### src/hdl/four_port_auto_increment_ram_window_defines.svh
// ----------------------------------------------------------------------------
// Assertion macros for the auto-increment RAM window
// Concurrent checks on clk, disabled while rst_n is low.
// ----------------------------------------------------------------------------
`ifndef FOUR_PORT_AUTO_INCREMENT_RAM_WINDOW_DEFINES_SVH
`define FOUR_PORT_AUTO_INCREMENT_RAM_WINDOW_DEFINES_SVH

`ifndef SYNTH
`define AWIN_ASSERT_SAME(label, ante, cons) \
  label: assert property (@(posedge clk) disable iff (!rst_n) (ante) |-> (cons)) \
    else $error("assertion failed");
`define AWIN_ASSERT_NEXT(label, ante, cons) \
  label: assert property (@(posedge clk) disable iff (!rst_n) (ante) |=> (cons)) \
    else $error("assertion failed");
`else
`define AWIN_ASSERT_SAME(label, ante, cons)
`define AWIN_ASSERT_NEXT(label, ante, cons)
`endif

`endif

### src/hdl/awin_pkg.sv
// ----------------------------------------------------------------------------
// awin_pkg
// Types and constants shared by the auto-increment RAM window.
// ----------------------------------------------------------------------------
package awin_pkg;

  localparam int PORT_COUNT = 4;
  localparam int PORT_IDX_W = $clog2(PORT_COUNT);

  // port register index
  localparam logic [3:0] REG_DATA0  = 4'h0;
  localparam logic [3:0] REG_DATA1  = 4'h1;
  localparam logic [3:0] REG_BASE0  = 4'h2;
  localparam logic [3:0] REG_BASE1  = 4'h3;
  localparam logic [3:0] REG_BASE2  = 4'h4;
  localparam logic [3:0] REG_OFF_LO = 4'h5;
  localparam logic [3:0] REG_OFF_HI = 4'h6;
  localparam logic [3:0] REG_INC_LO = 4'h7;
  localparam logic [3:0] REG_INC_HI = 4'h8;
  localparam logic [3:0] REG_CTRL   = 4'h9;
  localparam logic [3:0] REG_TRIG   = 4'hA;

  // offset-to-base trigger codes
  localparam logic [1:0] TRIG_OFF_LO = 2'd1;
  localparam logic [1:0] TRIG_OFF_HI = 2'd2;
  localparam logic [1:0] TRIG_REG    = 2'd3;

  // control bits
  localparam int CTL_AUTO_INC = 0;
  localparam int CTL_ADD_OFF  = 1;
  localparam int CTL_BIAS     = 3;
  localparam int CTL_INC_BASE = 4;

  // register page addresses (low 13 bits)
  localparam logic [12:0] PG_VAL0  = 13'h1AE0;
  localparam logic [12:0] PG_VAL1  = 13'h1AE1;
  localparam logic [12:0] PG_VAL2  = 13'h1AE2;
  localparam logic [12:0] PG_VAL3  = 13'h1AE3;
  localparam logic [12:0] PG_SHIFT = 13'h1AE4;
  localparam logic [12:0] PG_ROT   = 13'h1AE5;
  localparam logic [12:0] PG_VER   = 13'h1AFE;
  localparam logic [12:0] PG_SIG   = 13'h1AFF;

  localparam logic [7:0]  BANK_PAGE   = 8'hFF;
  localparam logic [5:0]  BANK_DPORT  = 6'h10;
  localparam logic [3:0]  PAGE_HI     = 4'hD;
  localparam logic [5:0]  REGWIN_HI   = 6'h34;
  localparam logic [23:0] OFFSET_BIAS = 24'hFF0000;
  localparam logic [7:0]  VER_BYTE    = 8'h10;
  localparam logic [7:0]  SIG_BYTE    = 8'h51;
  localparam logic [7:0]  UNKNOWN_REG = 8'hFF;

  typedef struct packed {
    logic        en;
    logic        we;
    logic [23:0] addr;
    logic [7:0]  wdata;
  } awin_ram_req_t;

endpackage

### src/hdl/awin_out_if.sv
// ----------------------------------------------------------------------------
// awin_out_if
// Result channel: valid/ready with one read byte.
// ----------------------------------------------------------------------------
interface awin_out_if;
  logic       valid;
  logic       ready;
  logic [7:0] read_data;

  modport source (output valid, read_data, input ready);
  modport sink (input valid, read_data, output ready);
endinterface

### src/hdl/awin_fifo.sv
// ----------------------------------------------------------------------------
// awin_fifo
// Three-word result queue driving the result channel.
// ----------------------------------------------------------------------------
module awin_fifo
  import awin_pkg::*;
(
  input  logic         clk,
  input  logic         rst_n,
  input  logic         push,
  input  logic [7:0]   push_data,
  output logic [1:0]   count,
  awin_out_if.source   out_bus
);

  localparam logic [1:0] LAST = 2'd2;

  logic [7:0] mem [3];
  logic [1:0] wr_r, wr_nxt, rd_r, rd_nxt, cnt_r, cnt_nxt;
  logic       pop;

  always_comb begin
    pop     = out_bus.valid && out_bus.ready;
    wr_nxt  = wr_r;
    rd_nxt  = rd_r;
    if (push) begin
      wr_nxt = (wr_r == LAST) ? 2'd0 : wr_r + 2'd1;
    end
    if (pop) begin
      rd_nxt = (rd_r == LAST) ? 2'd0 : rd_r + 2'd1;
    end
    cnt_nxt = cnt_r + {1'b0, push} - {1'b0, pop};
  end

  always_ff @(posedge clk) begin
    if (!rst_n) begin
      wr_r  <= '0;
      rd_r  <= '0;
      cnt_r <= '0;
    end else begin
      wr_r  <= wr_nxt;
      rd_r  <= rd_nxt;
      cnt_r <= cnt_nxt;
    end
  end

  always_ff @(posedge clk) begin
    if (push) begin
      mem[wr_r] <= push_data;
    end
  end

  assign out_bus.valid     = (cnt_r != 2'd0);
  assign out_bus.read_data = mem[rd_r];
  assign count             = cnt_r;

endmodule

### src/flat_wrapper.sv
// flat-port wrapper written by rule: the top's interface ports become plain ports
module awin_fifo_flat import awin_pkg::*;
  (clk, rst_n, push, push_data, count, out_bus_valid, out_bus_read_data, out_bus_ready);
  awin_out_if out_bus_i ();
  input  logic clk;
  input  logic rst_n;
  input  logic push;
  input  logic [7:0] push_data;
  output logic [1:0] count;
  output wire logic [$bits(out_bus_i.valid)-1:0] out_bus_valid;
  output wire logic [$bits(out_bus_i.read_data)-1:0] out_bus_read_data;
  input wire logic [$bits(out_bus_i.ready)-1:0] out_bus_ready;
  assign out_bus_valid = out_bus_i.valid;
  assign out_bus_read_data = out_bus_i.read_data;
  assign out_bus_i.ready = out_bus_ready;
  awin_fifo u_core (.clk(clk), .rst_n(rst_n), .push(push), .push_data(push_data), .count(count), .out_bus(out_bus_i));
endmodule
### config.mk
export PLATFORM = sky130hd
export DESIGN_NAME = awin_fifo_flat
export DESIGN_NICKNAME = d
export VERILOG_FILES = /design/src/hdl/four_port_auto_increment_ram_window_defines.svh /design/src/hdl/awin_pkg.sv /design/src/hdl/awin_out_if.sv /design/src/hdl/awin_fifo.sv /design/src/flat_wrapper.sv
export SDC_FILE = /design/constraint.sdc
export NUM_CORES = 1
export LEC_CHECK = 0
export BUFFER_PORTS_ARGS = -buffer_cell sky130_fd_sc_hd__buf_2
export CORE_MARGIN = 4
export CORE_UTILIZATION = 45
export DETAILED_ROUTE_END_ITERATION = 8
export PLACE_DENSITY_LB_ADDON = 0.2
export RECOVER_POWER = 50
export SYNTH_ARGS = -nofsm -noshare
export SYNTH_HDL_FRONTEND = slang
export SYNTH_SLANG_ARGS = --single-unit
### constraint.sdc
create_clock -name clk -period 3 [get_ports clk]
set_input_delay 0.45 -clock clk [delete_from_list [all_inputs] [get_ports clk]]
set_output_delay 0.45 -clock clk [all_outputs]
set_load 0.01 [all_outputs]
==> results.yml <==
floorplan:
  io_pins: 23
  die_w_um: 60.3
  coreArea_sq_mm: 0.00254
  die-area_sq_mm: 0.00363
  fp.dieH_um: 60.3
  start_util_pct: 48.3
  fp-row-count: 18
sta:
  tns_ps: 0
  rsz0062_at_grt: "no"
  period_needed_ps: 1920
  tightest_slew_ps: 756
  slew_violations: 0
  finalHoldViolations: 0
  setup_ws_ps: 1080
  holdWs_ps: 353
  fin_crit_sh_pct: 63.9
  setup_viol: 0
  fin_skew_ps: 12.3
  max_slew_margin_pct: 49.4
  fmax_mhz: 522
setup_path:
  required_ps: 2550
  start_kind: "register"
  r2r-end: "u_core.mem[1][7]"
  path_class: "register to primary output"
  cp.arrival_ps: 1470
  reg2regPathDepth: 2
  cp_max_fo: 8
  reg2reg_setup_slack_ps: 1600
  r2r-start: "u_core.wr_r[0]"
  critPathCaptureType: "primary output"
logic_synthesis:
  netlist_instances: 88
  synthTopCellsByArea: "edfxtp_1, dfxtp_1, mux2i_1"
  yosys.area.top_type: "edfxtp_1"
  synthDominantCellAreaShare_pct: 58.6
  syn_nets: 101
  avgSynthCellArea_sq_um: 14.0
  ys_seq_area_share_pct: 71.6
  syn_area_sq_mm: 0.00123
  yosys_warnings: 0
  synth_edf_count: 24
  synth_top_flop_cell: "edfxtp_1"
  synthArstFlopShare_pct: 0
  ys_seq_elements: 32
  ys_types: 21
min_path:
  hold_class: "input pin to register"
  hold_end: "u_core.mem[1][5]"
  min_path_cells: 1
  hp-start: "push_data[5]"
pwr:
  power_leakage_nw: 0.497
  peakVddDrop_v: 0.000352
  powerDensity_mw_per_mm2: 579
  fin_total_pwr_uw: 806
finish:
  final_nets: 127
  antenna_cells_inserted: 0
  layout_common_cells: "edfxtp_1, buf_2, nand2_1"
  n_fill_cell: 237
  syn_to_final_growth_pct: 13.1
  final_common_cell: "edfxtp_1"
  fin_util_pct: 54.7
  finalInstanceArea_sq_mm: 0.00139
  stdcell_count: 145
  drive_gt1_share_pct: 19.1
route:
  ant_nets: 0
  vias: 729
  viasPerCell: 5.03
  routedWlPerCell_um: 13.5
  drt_pass1_iterations: 4
  drt_iter0_markers: 18
  wl_um: 1960
  drc_errors: 0
clock_network:
  ctsResizeCount: 0
  ctsHoldBuffers: 0
  root_buffer: "clkbuf_4"
  htree_levels: 2
  clk_pin_slew_ps: 90
  cts_tree: "yes"
  clock_latency_ps: 330
  numCtsBuffers: 5
  cts.sinks: 32
  cts.path.max_buffers: 2
  postCtsSetupBuffers: 0
global_routing:
  grt.total_usage_pct: 12.9
  grt_max_degree: 17
  grt_pass1_wl_um: 3190
  antenna_found_initial: 0
  grt_pass1_vias: 727
  grt_overflow: 0
run_status:
  status: "completed"
placement:
  gp_congestion: 0.663
  dpl_worst_slack_ps: 1360
  dp.final_hpwl_um: 1400
  dpl-instance-area_sq_mm: 0.00136
  io_buffers: 22
  dp.cells: 137
flow_run:
  max-cap-violations: 0
[worst max-delay path by stage]
| stage | slack (ps) | end | from |
|---|---|---|---|
| global placement | 1390 | u_core.mem[0][5] | push |
| floorplan | 1750 | u_core.mem[0][0] | push |
| global route | 940 | out_bus_read_data[3] | register |
| finish | 1080 | out_bus_read_data[3] | register |
| CTS | 1040 | out_bus_read_data[3] | register |
| detailed placement | 1360 | u_core.mem[0][5] | push |
[critical path, cell delays in order (launching register included)]
cell	delay, ps
dfxtp_1	650
mux2i_1	250
o21ai_1	80
buf_2	160
[cells in the mapped netlist (2+ instances only)]
| cell | instances |
|---|---|
| nand3_1 | 2 |
| dfxtp_1 | 8 |
| mux2i_1 | 10 |
| nand2_1 | 13 |
| edfxtp_1 | 24 |
| o21ai_1 | 9 |
| o21ai_0 | 4 |
| buf_4 | 2 |
| nor2_1 | 2 |
| o21a_1 | 2 |
| nor2b_1 | 2 |
[layer usage]
metal	track usage [%]	part of all wire [%]
met3	7.56	8.0
met5	0	0
met1	14.3	41
met4	5.70	2.0
met2	19.9	49
[where the power goes]
part           leakage, nW  total (mW)  switching (mW)  internal [mW]
clock               0.0293       0.223           0.131         0.0911
combinational        0.180      0.0727          0.0401         0.0326
sequential           0.287       0.511          0.0139          0.497
[state kept, by name, summed over array words and instances, names as in the netlist, named ones only]
name          count
u_core.count      2
u_core.rd_r       2
u_core.mem       24
u_core.wr_r       2
[layout make-up]
class	instances	area, sq um	area share [%]
inverters	1	3.75	0.270
clock buffers	7	45.0	3.24
repair buffers	22	100	7.19
well taps	30	37.5	2.70
flip-flops and latches	32	881	63.3
clock inverters	1	5.00	0.360
multi-input cells	52	319	22.9
[kinds of logic after synthesis]
family | count (synthesis) | synth area share [%]
muxes | 10 | 8.14
buffers and inverters | 4 | 1.93
DFF | 32 | 71.6
adders and majority gates | 1 | 1.02
and+or+nand+nor | 25 | 10.1
AOI/OAI and AO/OA | 16 | 7.22
No activity file was read; power rests on OpenSTA's default activity.
